[src/rtl/core/lkvc_pkg.sv]
// Shared types, codes and constants of the LRU key-value cache.
`timescale 1ns / 1ps
package lkvc_pkg;

    localparam int FUNC_W   = 1;
    localparam int KEY_W    = 32;
    localparam int VALUE_W  = 32;
    localparam int STATUS_W = 2;
    localparam int CAP_W    = 4;

    localparam logic [CAP_W-1:0] CAPACITY_RESET = 4'd5;

    localparam logic [FUNC_W-1:0] FUNC_GET = 1'b0;
    localparam logic [FUNC_W-1:0] FUNC_PUT = 1'b1;

    localparam logic [STATUS_W-1:0] ST_OK   = 2'd0;
    localparam logic [STATUS_W-1:0] ST_MISS = 2'd1;
    localparam logic [STATUS_W-1:0] ST_DUP  = 2'd2;

    typedef enum logic [1:0] {
        S_IDLE,
        S_MATCH,
        S_UPDATE
    } t_state;

    typedef struct packed {
        logic capture;
        logic match;
        logic update;
    } t_cmd;

    typedef struct packed {
        logic out_free;
    } t_dp_stat;

endpackage

[src/rtl/core/lkvc_if.sv]
// Handshake channel interfaces for requests, responses and configuration.
`timescale 1ns / 1ps
interface lkvc_req_if;
    import lkvc_pkg::*;
    logic                      valid;
    logic                      ready;
    logic [FUNC_W-1:0]         func;
    logic signed [KEY_W-1:0]   lookup_key;
    logic [VALUE_W-1:0]        entry_value;
    modport source (output valid, output func, output lookup_key, output entry_value,
                     input ready);
    modport sink (input valid, input func, input lookup_key, input entry_value,
                   output ready);
endinterface

interface lkvc_rsp_if;
    import lkvc_pkg::*;
    logic                  valid;
    logic                  ready;
    logic [STATUS_W-1:0]   status;
    logic [VALUE_W-1:0]    read_value;
    modport source (output valid, output status, output read_value, input ready);
    modport sink (input valid, input status, input read_value, output ready);
endinterface

interface lkvc_cfg_if;
    import lkvc_pkg::*;
    logic               valid;
    logic               ready;
    logic [CAP_W-1:0]   data;
    modport source (output valid, output data, input ready);
    modport sink (input valid, input data, output ready);
endinterface

[src/rtl/core/lru_key_value_cache_unit.sv]
// Top level of the LRU key-value cache: controller, datapath and channel wiring.
//
// Channel   Direction  Transfer content
// i_req     in         func, lookup_key, entry_value
// o_rsp     out        status, read_value
// i_cfg     in         capacity_in_use (4 bits)
//
// An item passes through accept, key compare and update before its result is loaded.
// The recency update of one item must finish before the next compare, so at most one item
// is in flight and a new request is not accepted until the previous item's update is done.
// A new request is accepted while the previous result still waits in the output register.
// When the output register stays full, the update step stalls until it is taken.
// Reset clears all valid bits, ranks and occupancy at once and loads a capacity of five.
`timescale 1ns / 1ps
module lru_key_value_cache_unit #(
    parameter int ENTRIES    = 8,
    parameter int KEY_BITS   = 32,
    parameter int VALUE_BITS = 32
) (
    input  logic       i_clk,
    input  logic       i_rst_n,
    lkvc_req_if.sink   i_req,
    lkvc_rsp_if.source o_rsp,
    lkvc_cfg_if.sink   i_cfg
);
    import lkvc_pkg::*;

    t_cmd     w_cmd;
    t_dp_stat w_stat;
    logic     w_req_ready;

    lkvc_ctrl u_ctrl (
        .i_clk       (i_clk),
        .i_rst_n     (i_rst_n),
        .i_req_valid (i_req.valid),
        .o_req_ready (w_req_ready),
        .i_stat      (w_stat),
        .o_cmd       (w_cmd)
    );

    lkvc_datapath #(
        .ENTRIES    (ENTRIES),
        .KEY_BITS   (KEY_BITS),
        .VALUE_BITS (VALUE_BITS)
    ) u_datapath (
        .i_clk         (i_clk),
        .i_rst_n       (i_rst_n),
        .i_cmd         (w_cmd),
        .o_stat        (w_stat),
        .i_func        (i_req.func),
        .i_lookup_key  (i_req.lookup_key),
        .i_entry_value (i_req.entry_value),
        .i_cfg_write   (i_cfg.valid),
        .i_cfg_data    (i_cfg.data),
        .o_out_valid   (o_rsp.valid),
        .i_out_ready   (o_rsp.ready),
        .o_status      (o_rsp.status),
        .o_read_value  (o_rsp.read_value)
    );

    assign i_req.ready = w_req_ready;
    assign i_cfg.ready = 1'b1;

endmodule

[src/rtl/core/lkvc_ctrl.sv]
// Controller state machine that sequences accept, compare and update.
`timescale 1ns / 1ps
module lkvc_ctrl (
    input  logic              i_clk,
    input  logic              i_rst_n,
    input  logic              i_req_valid,
    output logic              o_req_ready,
    input  lkvc_pkg::t_dp_stat i_stat,
    output lkvc_pkg::t_cmd    o_cmd
);
    import lkvc_pkg::*;

    t_state r_state;
    t_state n_state;

    always_ff @(posedge i_clk) begin
        if (!i_rst_n) begin
            r_state <= S_IDLE;
        end else begin
            r_state <= n_state;
        end
    end

    always_comb begin
        n_state = r_state;
        case (r_state)
            S_IDLE: begin
                if (i_req_valid) begin
                    n_state = S_MATCH;
                end
            end
            S_MATCH: begin
                n_state = S_UPDATE;
            end
            S_UPDATE: begin
                if (i_stat.out_free) begin
                    n_state = S_IDLE;
                end
            end
            default: begin
                n_state = S_IDLE;
            end
        endcase
    end

    always_comb begin
        o_req_ready = 1'b0;
        o_cmd       = '0;
        case (r_state)
            S_IDLE: begin
                o_req_ready   = 1'b1;
                o_cmd.capture = i_req_valid;
            end
            S_MATCH: begin
                o_cmd.match = 1'b1;
            end
            S_UPDATE: begin
                o_cmd.update = i_stat.out_free;
            end
            default: begin
                o_req_ready = 1'b0;
            end
        endcase
    end

endmodule

[src/rtl/core/lkvc_datapath.sv]
// Datapath with entry storage, parallel key compare, recency ranks and result register.
`timescale 1ns / 1ps
module lkvc_datapath #(
    parameter int ENTRIES    = 8,
    parameter int KEY_BITS   = 32,
    parameter int VALUE_BITS = 32
) (
    input  logic                            i_clk,
    input  logic                            i_rst_n,
    input  lkvc_pkg::t_cmd                  i_cmd,
    output lkvc_pkg::t_dp_stat              o_stat,
    input  logic [lkvc_pkg::FUNC_W-1:0]     i_func,
    input  logic signed [lkvc_pkg::KEY_W-1:0] i_lookup_key,
    input  logic [lkvc_pkg::VALUE_W-1:0]    i_entry_value,
    input  logic                            i_cfg_write,
    input  logic [lkvc_pkg::CAP_W-1:0]      i_cfg_data,
    output logic                            o_out_valid,
    input  logic                            i_out_ready,
    output logic [lkvc_pkg::STATUS_W-1:0]   o_status,
    output logic [lkvc_pkg::VALUE_W-1:0]    o_read_value
);
    import lkvc_pkg::*;

    localparam int IDX_W = (ENTRIES > 1) ? $clog2(ENTRIES) : 1;
    localparam int OCC_W = $clog2(ENTRIES + 1);
    localparam int CMP_W = (OCC_W > CAP_W) ? OCC_W : CAP_W;

    logic [KEY_BITS-1:0]   r_keys [ENTRIES];
    logic [VALUE_BITS-1:0] r_vals [ENTRIES];
    logic [ENTRIES-1:0]    r_valid;
    logic [IDX_W-1:0]      r_rank [ENTRIES];
    logic [OCC_W-1:0]      r_occ;
    logic [CAP_W-1:0]      r_cap;

    logic [FUNC_W-1:0]     r_func;
    logic [KEY_BITS-1:0]   r_key;
    logic [VALUE_BITS-1:0] r_val;

    logic                  r_hit;
    logic [IDX_W-1:0]      r_hit_idx;
    logic [IDX_W-1:0]      r_hit_rank;
    logic [ENTRIES-1:0]    r_evict_vec;
    logic                  r_evict;
    logic [IDX_W-1:0]      r_slot;

    logic                  r_out_valid;
    logic [STATUS_W-1:0]   r_out_status;
    logic [VALUE_W-1:0]    r_out_value;

    logic                  n_hit;
    logic [IDX_W-1:0]      n_hit_idx;
    logic [ENTRIES-1:0]    n_evict_vec;
    logic                  n_evict;
    logic [IDX_W-1:0]      n_slot;
    logic [CMP_W-1:0]      eff_cap;
    logic [CMP_W-1:0]      cap_ext;
    logic [ENTRIES-1:0]    kept_vec;
    logic                  slot_found;

    logic [ENTRIES-1:0]    n_valid;
    logic [IDX_W-1:0]      n_rank [ENTRIES];
    logic [OCC_W-1:0]      n_occ;
    logic [STATUS_W-1:0]   n_out_status;
    logic [VALUE_W-1:0]    n_out_value;
    logic                  put_new;

    // Compare stage: match, victim and free slot from the captured request.
    always_comb begin
        n_hit     = 1'b0;
        n_hit_idx = '0;
        for (int i = 0; i < ENTRIES; i++) begin
            if (!n_hit && r_valid[i] && (r_keys[i] == r_key)) begin
                n_hit     = 1'b1;
                n_hit_idx = IDX_W'(i);
            end
        end
        cap_ext = CMP_W'(r_cap);
        if (cap_ext == '0) begin
            eff_cap = CMP_W'(1);
        end else if (cap_ext > CMP_W'(ENTRIES)) begin
            eff_cap = CMP_W'(ENTRIES);
        end else begin
            eff_cap = cap_ext;
        end
        n_evict = (CMP_W'(r_occ) >= eff_cap);
        for (int i = 0; i < ENTRIES; i++) begin
            n_evict_vec[i] = n_evict && r_valid[i]
                             && (OCC_W'(r_rank[i]) == (r_occ - OCC_W'(1)));
        end
        kept_vec   = r_valid & ~n_evict_vec;
        slot_found = 1'b0;
        n_slot     = '0;
        for (int i = 0; i < ENTRIES; i++) begin
            if (!slot_found && !kept_vec[i]) begin
                slot_found = 1'b1;
                n_slot     = IDX_W'(i);
            end
        end
    end

    // Update stage: next recency order, occupancy and result.
    always_comb begin
        put_new      = (r_func == FUNC_PUT) && !r_hit;
        n_valid      = r_valid;
        n_occ        = r_occ;
        n_out_status = ST_OK;
        n_out_value  = '0;
        for (int i = 0; i < ENTRIES; i++) begin
            n_rank[i] = r_rank[i];
        end
        if (r_func == FUNC_GET) begin
            if (r_hit) begin
                for (int i = 0; i < ENTRIES; i++) begin
                    if (r_valid[i] && (r_rank[i] < r_hit_rank)) begin
                        n_rank[i] = r_rank[i] + IDX_W'(1);
                    end
                end
                n_rank[r_hit_idx] = '0;
                n_out_value       = VALUE_W'(r_vals[r_hit_idx]);
            end else begin
                n_out_status = ST_MISS;
            end
        end else if (r_hit) begin
            n_out_status = ST_DUP;
        end else begin
            n_valid = r_valid & ~r_evict_vec;
            for (int i = 0; i < ENTRIES; i++) begin
                if (r_evict_vec[i]) begin
                    n_rank[i] = '0;
                end else if (r_valid[i]) begin
                    n_rank[i] = r_rank[i] + IDX_W'(1);
                end
            end
            n_valid[r_slot] = 1'b1;
            n_rank[r_slot]  = '0;
            n_occ           = r_occ - OCC_W'(r_evict) + OCC_W'(1);
        end
    end

    always_ff @(posedge i_clk) begin
        if (!i_rst_n) begin
            r_valid     <= '0;
            r_occ       <= '0;
            r_cap       <= CAPACITY_RESET;
            r_out_valid <= 1'b0;
            for (int i = 0; i < ENTRIES; i++) begin
                r_rank[i] <= '0;
            end
        end else begin
            if (i_cfg_write) begin
                r_cap <= i_cfg_data;
            end
            if (i_cmd.update) begin
                r_valid     <= n_valid;
                r_occ       <= n_occ;
                r_rank      <= n_rank;
                r_out_valid <= 1'b1;
            end else if (i_out_ready) begin
                r_out_valid <= 1'b0;
            end
        end
    end

    always_ff @(posedge i_clk) begin
        if (i_cmd.capture) begin
            r_func <= i_func;
            r_key  <= KEY_BITS'(i_lookup_key);
            r_val  <= VALUE_BITS'(i_entry_value);
        end
        if (i_cmd.match) begin
            r_hit       <= n_hit;
            r_hit_idx   <= n_hit_idx;
            r_hit_rank  <= r_rank[n_hit_idx];
            r_evict_vec <= n_evict_vec;
            r_evict     <= n_evict;
            r_slot      <= n_slot;
        end
        if (i_cmd.update) begin
            r_out_status <= n_out_status;
            r_out_value  <= n_out_value;
            if (put_new) begin
                r_keys[r_slot] <= r_key;
                r_vals[r_slot] <= r_val;
            end
        end
    end

    assign o_stat.out_free = !r_out_valid || i_out_ready;
    assign o_out_valid     = r_out_valid;
    assign o_status        = r_out_status;
    assign o_read_value    = r_out_value;

endmodule

[src/flat_wrapper.sv]
// flat-port wrapper written by rule: the top's interface ports become plain ports
module lru_key_value_cache_unit_flat import lkvc_pkg::*;
#(
    parameter int ENTRIES    = 8,
    parameter int KEY_BITS   = 32,
    parameter int VALUE_BITS = 32
)
  (i_clk, i_rst_n, i_req_valid, i_req_func, i_req_lookup_key, i_req_entry_value, i_req_ready, o_rsp_valid, o_rsp_status, o_rsp_read_value, o_rsp_ready, i_cfg_valid, i_cfg_data, i_cfg_ready);
  lkvc_req_if i_req_i ();
  lkvc_rsp_if o_rsp_i ();
  lkvc_cfg_if i_cfg_i ();
  input  logic i_clk;
  input  logic i_rst_n;
  input wire logic [$bits(i_req_i.valid)-1:0] i_req_valid;
  input wire logic [$bits(i_req_i.func)-1:0] i_req_func;
  input wire logic [$bits(i_req_i.lookup_key)-1:0] i_req_lookup_key;
  input wire logic [$bits(i_req_i.entry_value)-1:0] i_req_entry_value;
  output wire logic [$bits(i_req_i.ready)-1:0] i_req_ready;
  output wire logic [$bits(o_rsp_i.valid)-1:0] o_rsp_valid;
  output wire logic [$bits(o_rsp_i.status)-1:0] o_rsp_status;
  output wire logic [$bits(o_rsp_i.read_value)-1:0] o_rsp_read_value;
  input wire logic [$bits(o_rsp_i.ready)-1:0] o_rsp_ready;
  input wire logic [$bits(i_cfg_i.valid)-1:0] i_cfg_valid;
  input wire logic [$bits(i_cfg_i.data)-1:0] i_cfg_data;
  output wire logic [$bits(i_cfg_i.ready)-1:0] i_cfg_ready;
  assign i_req_i.valid = i_req_valid;
  assign i_req_i.func = i_req_func;
  assign i_req_i.lookup_key = i_req_lookup_key;
  assign i_req_i.entry_value = i_req_entry_value;
  assign i_req_ready = i_req_i.ready;
  assign o_rsp_valid = o_rsp_i.valid;
  assign o_rsp_status = o_rsp_i.status;
  assign o_rsp_read_value = o_rsp_i.read_value;
  assign o_rsp_i.ready = o_rsp_ready;
  assign i_cfg_i.valid = i_cfg_valid;
  assign i_cfg_i.data = i_cfg_data;
  assign i_cfg_ready = i_cfg_i.ready;
  lru_key_value_cache_unit #(.ENTRIES(ENTRIES), .KEY_BITS(KEY_BITS), .VALUE_BITS(VALUE_BITS)) u_core (.i_clk(i_clk), .i_rst_n(i_rst_n), .i_req(i_req_i), .o_rsp(o_rsp_i), .i_cfg(i_cfg_i));
endmodule
[config.mk]
export PLATFORM = sky130hd
export DESIGN_NAME = lru_key_value_cache_unit_flat
export DESIGN_NICKNAME = d
export VERILOG_FILES = /design/src/rtl/core/lkvc_pkg.sv /design/src/rtl/core/lkvc_if.sv /design/src/rtl/core/lru_key_value_cache_unit.sv /design/src/rtl/core/lkvc_ctrl.sv /design/src/rtl/core/lkvc_datapath.sv /design/src/flat_wrapper.sv
export SDC_FILE = /design/constraint.sdc
export NUM_CORES = 1
export LEC_CHECK = 0
export ABC_CLOCK_PERIOD_IN_PS = 15700
export BUFFER_PORTS_ARGS = -buffer_cell sky130_fd_sc_hd__buf_2
export CAP_MARGIN = 25
export CORE_ASPECT_RATIO = 0.5
export CORE_MARGIN = 2
export CORE_UTILIZATION = 65
export DETAILED_ROUTE_END_ITERATION = 10
export PLACE_DENSITY = 0.92
export SLEW_MARGIN = 20
export SYNTH_ARGS = -nofsm -noshare
export SYNTH_HDL_FRONTEND = slang
export SYNTH_SLANG_ARGS = --single-unit
[constraint.sdc]
create_clock -name i_clk -period 15.7 [get_ports i_clk]
set_input_delay 1.57 -clock i_clk [delete_from_list [all_inputs] [get_ports i_clk]]
set_output_delay 1.57 -clock i_clk [all_outputs]
set_load 0.005 [all_outputs]
==> run summary, run 1 <==
Min Hold Slack: 530 ps
CTS Buf Count: 53
Final core occ: 0.724
Setup WS post-layout: 11270 ps
Die ar.: 44300 sq um
Post-CTS setup buffers: 0
Grt peak-use layer: met2
Crit-path cells: buf_2 > nand2b_1 > nor2b_4 > buf_4 > and2_1 > nand2_1 > nor2_4 > buf_4
Fmax: 0.226 GHz
Vias in the first global route: 16.5k
Chip width: 296 um
Min Tclk post-route: 4430 ps
FP Rows: 53
Grt ovf: 0
Top cell type's share of synthesized area: 0.684
Max VDD drop: 0.000102 V
CTS tree: built
DR iter-0 viols: 2277
CP required: 15930 ps
Met2 GRT Util: 0.486
Placed Area: 28800 sq um
Crit path kind: in2reg
Layout net count: 1989
Type of origin of the critical path: primary input
DP Worst Slack: 10660 ps
PostCTS Resize Cnt: 0
CTS Sinks: 673
Routed WL per cell: 25.5 um
Synth async-reset ratio: 0
Slowest CP cell: nor2_4
Buffers added on ports: 109
Antenna violation net count after detailed routing: 0
Met3 Usage GRT: 0.0563
Unrepaired setup endpoints after global routing: false
Worst Path Arrival: 4660 ps
Met1 Use GR: 0.380
Largest net degree at the start of global routing: 66
Dpl hpwl: 35400 um
Synth top area cells: edfxtp_1 68%, xor2_1 5.7%, xnor2_1 3.2%
Max-cap viol count: 0
CTS root buf: clkbuf_16
Drt total wl: 63600 um
Area Growth Syn to Fin: 10.0%
Clock Pin Slew Worst Setup and Hold Paths: 70 ps
Vias per Instance: 6.53
Fillers: 2321
Synth Register Bits: 673
Post-synth EDFFs: 630
Syn avg cell area: 15.5 sq um
Starting Density: 0.658
Status: complete, no violations
Top FF cell, synth: edfxtp_1
Most frequent cell on the critical path: buf_4
I/O pin total: 111
TritonRoute pass-1 iters: 6
Fin. Hold Viols: 0
Cell taking the most area after synthesis: edfxtp_1
CP Capture Type: register
Bufs on Longest Clock Path: 3
Cell variety after synth: 70
YS warnings: 0
Sum Neg Setup Slack: 0 ps
GP Congestion: 0.879
Leak: 0.0102 uW
Slowest stage delay, CP: 730 ps
Syn Nets: 1886
Sequential fraction of the synthesis area: 0.716
Overall Global Routing Usage: 0.291
Max Slew Vio Count: 0
Max_slew headroom: 0.272
Worst slew pin tran: 1080 ps
Initial antenna violation count: 2
Cell count after synthesis: 1778
Crit share post-route: 0.282
PwrDens: 112 nW/um^2
Clk_lat worst skew: 610 ps
H-tree depth: 2
Mapped Area: 27600 sq um
DRC: 0
CP Max Fanout: 43
Design Area, Final: 30400 sq um
Final setup fails: 0
HP Class: reg2reg
Clk_skew: 27.1 ps
Layout cells sized above 1: 0.141
Via count: 16.3k
Hold buffer count at cts: 0
ANT cells: 0
First-pass GRT wire length: 95900 um
Core area: 42000 sq um
Die height: 150 um
==> power breakdown <==
| part | switching [uW] | internal, uW |
|---|---|---|
| clock | 619 | 638 |
| sequential | 36.7 | 1980 |
| combinational | 83.3 | 50.8 |
==> metrics by stage <==
| stage | std cells | power, uW |
|---|---|---|
| floorplan | 1778 | 2130 |
| global placement | 2399 | 2180 |
| detailed placement | 2400 | 2190 |
| CTS | 2494 | 3410 |
| global route | 2497 | 3490 |
| finish | 2497 | 3410 |
==> cells by family after synthesis <==
| logic type | Yosys count | share of synthesized area |
|---|---|---|
| compound gates | 315 | 0.0816 |
| simple gates | 307 | 0.0624 |
| fa+ha+maj | 34 | 0.0154 |
| flops | 673 | 0.716 |
| mux | 33 | 0.0121 |
| xor+xnor | 282 | 0.0896 |
| buf+inv | 133 | 0.0231 |
| other cells | 1 | 0.000136 |
==> critical path, delay by kind of cell <==
kind / cells / cell delay, ps
buf+inv: 3 / 1170
simple gates: 5 / 1840
==> cells in the mapped netlist (3+ instances only) <==
| library cell | instances |
|---|---|
| nor3b_1 | 11 |
| ha_1 | 34 |
| buf_6 | 10 |
| nand2_1 | 49 |
| xor2_1 | 181 |
| inv_1 | 29 |
| nand4_1 | 25 |
| o211ai_1 | 6 |
| o221ai_1 | 7 |
| mux2i_1 | 29 |
| a22oi_1 | 64 |
| nand2b_1 | 17 |
| a21boi_0 | 5 |
| nor2_1 | 60 |
| mux2_2 | 4 |
| a21oi_1 | 43 |
| a31oi_1 | 34 |
| a221oi_1 | 32 |
| clkbuf_1 | 56 |
| buf_2 | 23 |
| o31ai_1 | 4 |
| nor4_1 | 37 |
| edfxtp_1 | 630 |
| or3_1 | 4 |
| a22o_1 | 33 |
| nor2b_1 | 7 |
| a21o_1 | 11 |
| buf_1 | 6 |
| o21ai_0 | 26 |
| o21a_1 | 14 |
| dfxtp_1 | 43 |
| a211oi_1 | 7 |
| nand3_1 | 27 |
| and2_1 | 10 |
| o21ai_1 | 14 |
| nor4_2 | 7 |
| a311o_1 | 4 |
| xnor2_1 | 100 |
| nor3_2 | 3 |
| and3_1 | 3 |
| nand4_2 | 3 |
| nor3_1 | 31 |
==> sequential cells by signal (all words and copies together) (netlist names) <==
signal / count
u_core.u_ctrl.r_state: 2
u_core.u_datapath.cap_ext: 4
u_core.u_datapath.o_out_valid: 1
u_core.u_datapath.o_read_value: 32
u_core.u_datapath.o_status: 2
u_core.u_datapath.r_evict: 1
u_core.u_datapath.r_evict_vec: 8
u_core.u_datapath.r_func: 1
u_core.u_datapath.r_hit: 1
u_core.u_datapath.r_hit_idx: 3
u_core.u_datapath.r_hit_rank: 3
u_core.u_datapath.r_key: 32
u_core.u_datapath.r_keys: 256
u_core.u_datapath.r_occ: 4
u_core.u_datapath.r_rank: 24
u_core.u_datapath.r_slot: 3
u_core.u_datapath.r_val: 32
u_core.u_datapath.r_valid: 8
u_core.u_datapath.r_vals: 256
==> cells in the final DEF, fill, tap and decap left out, drive strengths merged, types with 28 or more instances in the layout <==
cell type / instances
a21oi: 44
inv: 32
a221oi: 32
a31oi: 34
nand2: 50
clkbuf: 62
o21ai: 41
xor2: 182
clkinv: 28
ha: 34
edfxtp: 630
mux2i: 29
dfxtp: 43
xnor2: 100
nand3: 29
buf: 150
a22o: 33
a22oi: 64
nor2: 60
nand4: 28
nor3: 34
nor4: 45
==> area by class of cell <==
class / instances / area (sq um) / area share
clock buffers: 62 / 1360 / 0.0447
inverters: 31 / 116 / 0.00383
multi-input cells: 972 / 7320 / 0.241
flip-flops and latches: 673 / 19800 / 0.650
clock inverters: 32 / 209 / 0.00687
repair buffers: 150 / 906 / 0.0298
well taps: 577 / 722 / 0.0237
==> metal layers <==
layer,vias to the layer above,part of all wire
met4,0,0.040
li1,6988,-
met2,1208,0.48
met5,-,0
met1,7899,0.37
met3,212,0.11
==> worst paths after layout <==
| path | cells past startpoint | end | startpoint | slack, ps |
|---|---|---|---|---|
| worst max-delay path | 8 | u_core.u_datapath.r_keys[3][17] | o_rsp_ready | 11270 |
| worst min-delay path | 2 | u_core.u_datapath.cap_ext[2] | u_core.u_datapath.cap_ext[2] | 530 |
| worst max register to register | 9 | u_core.u_datapath.r_hit_rank[0] | u_core.u_datapath.r_key[12] | 11600 |
| worst min register to register | 2 | u_core.u_datapath.cap_ext[2] | u_core.u_datapath.cap_ext[2] | 530 |
Power figures use the tool's default switching activity.
==> inputs of run 2 (changes only) <==
--- a/config.mk
+++ b/config.mk
@@ -5,14 +5,14 @@
 export SDC_FILE = /design/constraint.sdc
 export NUM_CORES = 1
 export LEC_CHECK = 0
-export ABC_CLOCK_PERIOD_IN_PS = 15700
+export ABC_CLOCK_PERIOD_IN_PS = 4300
 export BUFFER_PORTS_ARGS = -buffer_cell sky130_fd_sc_hd__buf_2
 export CAP_MARGIN = 25
 export CORE_ASPECT_RATIO = 0.5
 export CORE_MARGIN = 2
-export CORE_UTILIZATION = 65
+export CORE_UTILIZATION = 62
 export DETAILED_ROUTE_END_ITERATION = 10
-export PLACE_DENSITY = 0.92
+export PLACE_DENSITY = 0.89
 export SLEW_MARGIN = 20
 export SYNTH_ARGS = -nofsm -noshare
 export SYNTH_HDL_FRONTEND = slang
==> constraint.sdc (replaced) <==
create_clock -name i_clk -period 4.3 [get_ports i_clk]
set_input_delay 0.43 -clock i_clk [delete_from_list [all_inputs] [get_ports i_clk]]
set_output_delay 0.43 -clock i_clk [all_outputs]
set_load 0.005 [all_outputs]
==> run 2 against run 1 <==
Against the previous run: global-route usage decreased by 0.12 points; critical path depth rose by 1; total power grew to 3.8 times the previous value; largest cell class unchanged; sequential share of layout area decreased by 1.5 points; die area grew 4.7%; clock power increased to 4.1 times the previous value.
==> run summary, run 2 (same netlist as run 1, synthesis figures left out) <==
Status: complete, no violations
Min Tclk post-route: 3680 ps
Fin. Hold Viols: 0 (unchanged)
Dpl hpwl: 37700 um (+6.5%)
HP Class: in2reg
Most frequent cells in the layout: 630 x edfxtp_1, 181 x xor2_1, 109 x buf_2, 100 x xnor2_1, 64 x a22oi_1
Die height: 153 um (+2.3%)
Min-delay src: i_req_lookup_key[23]
Multi-input gate area: 7350 sq um (+0.39%)
Crit share post-route: 0.855
Worst slew pin tran: 980 ps (-102 ps)
Max Slew Vio Count: 0 (unchanged)
Core area: 43800 sq um (+4.3%)
Register area: 19800 sq um (unchanged)
PwrDens: 419 nW/um^2 (+270%)
Final setup fails: 0 (unchanged)
CP required: 4650 ps (-11280 ps)
First-pass GRT wire length: 100000 um (+4.5%)
Vias per Instance: 6.54 (+0.15%)
Initial antenna violation count: 1 (-1)
Layout net count: 2031 (+2.1%)
Sum Neg Setup Slack: 0 ps (unchanged)
H-tree depth: 2 (unchanged)
Hold depth: 1 (-1)
Antenna violation net count after detailed routing: 0 (unchanged)
Drt total wl: 66900 um (+5.2%)
Slowest CP cell: edfxtp_1
Buffers added on ports: 109 (unchanged)
Layout cells sized above 1: 0.149 (+0.00781)
Worst R2R Path Depth: 9 (unchanged)
RR Startpoint: u_core.u_datapath.r_key[13]
Largest net degree at the start of global routing: 66 (unchanged)
FP Rows: 54 (+1.9%)
Crit-path cells: xor2_1 > nor4_1 > nand4_1 > nor4_2 > o211ai_2 > a21o_4 > mux2i_1 > mux2i_1 > mux2_2
DRC: 0 (unchanged)
Area Growth Syn to Fin: 12.6%
Worst Path Arrival: 4030 ps (-630 ps)
Hold endpoint: u_core.u_datapath.r_key[23]
Overall Global Routing Usage: 0.290 (-0.00120)
Most frequent cell on the critical path: mux2i_1
Starting Density: 0.631 (-0.0272)
Fmax: 0.272 GHz
Leak: 0.0105 uW (+3.1%)
Bufs on Longest Clock Path: 3 (unchanged)
Type of origin of the critical path: register
CP Capture Type: register
Grt ovf: 0 (unchanged)
Fillers: 2552 (+10%)
CTS Buf Count: 55 (+3.8%)
Unrepaired setup endpoints after global routing: false
Crit path kind: reg2reg
I/O pin total: 111 (unchanged)
Clock Pin Slew Worst Setup and Hold Paths: 70 ps (about the same)
Slowest stage delay, CP: 990 ps (+260 ps)
Routed WL per cell: 26.2 um (+2.8%)
CTS tree: built
CTS root buf: clkbuf_16
Max_slew headroom: 0.347 (+0.0745)
Chip width: 303 um (+2.4%)
Total power draw: 13000 uW (+280%)
GP Congestion: 0.916 (+4.2%)
Max-cap viol count: 0 (unchanged)
Max VDD drop: 0.000398 V (+290%)
DR iter-0 viols: 2313 (+1.6%)
Post-CTS setup buffers: 0 (unchanged)
Via count: 16.7k (+2.5%)
Largest registers: u_core.u_datapath.r_keys (256), u_core.u_datapath.r_vals (256)
Clk_skew: 11.6 ps (-15.5 ps)
Die ar.: 46400 sq um (+4.7%)
CTS Sinks: 673 (unchanged)
FF-to-FF End: u_core.u_datapath.r_hit_rank[0]
CP Max Fanout: 16 (-63%)
TritonRoute pass-1 iters: 8 (+2)
Flop-to-flop setup slack: 620 ps (-10980 ps)
Vias in the first global route: 16.5k (-0.37%)
Commonest non-fill, non-tap cell in the layout: edfxtp_1
Clk_lat worst skew: 600 ps (about the same)
run 2: cell types whose count changed in the layout (fill, tap and decap cells not counted), moves of 4 or more:
cell / previous run / this run
bufinv_16: 1 / 6
clkbuf_1: 9 / 5
clkinv_1: 15 / 10
clkinvlp_4: 2 / 6
dlygate4sd3_1: 0 / 35
nor3_2: 8 / 4
nor3_4: 0 / 4
run 2: where the power goes:
group / switching [uW] / leakage, uW / internal (uW)
logic: 298 / 0.00360 / 204
clock network: 2350 / 0.000881 / 2790
registers: 150 / 0.00607 / 7240
run 2: metal layers:
metal	global-route usage	vias up	wire (um)
li1	-	7067	-
met1	0.399	8185	25100
met2	0.465	1211	31600
met3	0.0458	254	6950
met4	0.127	0	3230
met5	0	-	0
run 2: how the worst max path moves through the flow:
stage | slack (ps) | cells past startpoint | end | start
6_report | 620 | 9 | u_core.u_datapath.r_hit_rank[0] | u_core.u_datapath.r_key[13]
5_1_grt | 490 | 9 | u_core.u_datapath.r_hit_rank[0] | u_core.u_datapath.r_key[13]
4_1_cts | 730 | 9 | u_core.u_datapath.r_hit_rank[0] | u_core.u_datapath.r_key[13]
3_5_place_dp | 820 | 9 | u_core.u_datapath.r_hit_rank[0] | u_core.u_datapath.r_key[30]
3_3_place_gp | 890 | 8 | u_core.u_datapath.r_hit_rank[1] | u_core.u_datapath.r_key[13]
2_1_floorplan | 20 | 4 | u_core.u_datapath.r_keys[0][0] | o_rsp_ready
run 2: per-stage QoR:
stage | hold WS, ps | area (sq um) | setup slack, ps | std cells | utilization
2_1_floorplan | 442 | 27700 | 19.6 | 1778 | -
3_3_place_gp | 452 | 28900 | 886 | 2417 | 0.660
3_5_place_dp | 469 | 28900 | 817 | 2418 | 0.661
4_1_cts | 1.60 | 31100 | 729 | 2554 | 0.710
5_1_grt | 3.36 | 31100 | 487 | 2556 | 0.711
6_report | 7.35 | 31100 | 623 | 2556 | 0.711
run 2: critical path, delay by kind of cell, from the launching register on:
family / cells / cell delay, ps
xor+xnor: 1 / 140
mux: 3 / 570
compound gates: 2 / 460
simple gates: 3 / 1260
flops: 1 / 990
run 2: repair_timing:
item	CTS	global route
endpoints found under the hold margin	35	0
hold buffers	35	0
gates resized for setup	0	0
run 2: cell type report:
class                      instances  area share
timing repair buffer             190      0.0423
clock inverter                    38      0.0119
clock buffer                      63      0.0465
antenna                            1   0.0000804
tap                              588      0.0236
multi-input combinational        972       0.236
inverter                          31     0.00374
sequential                       673       0.636
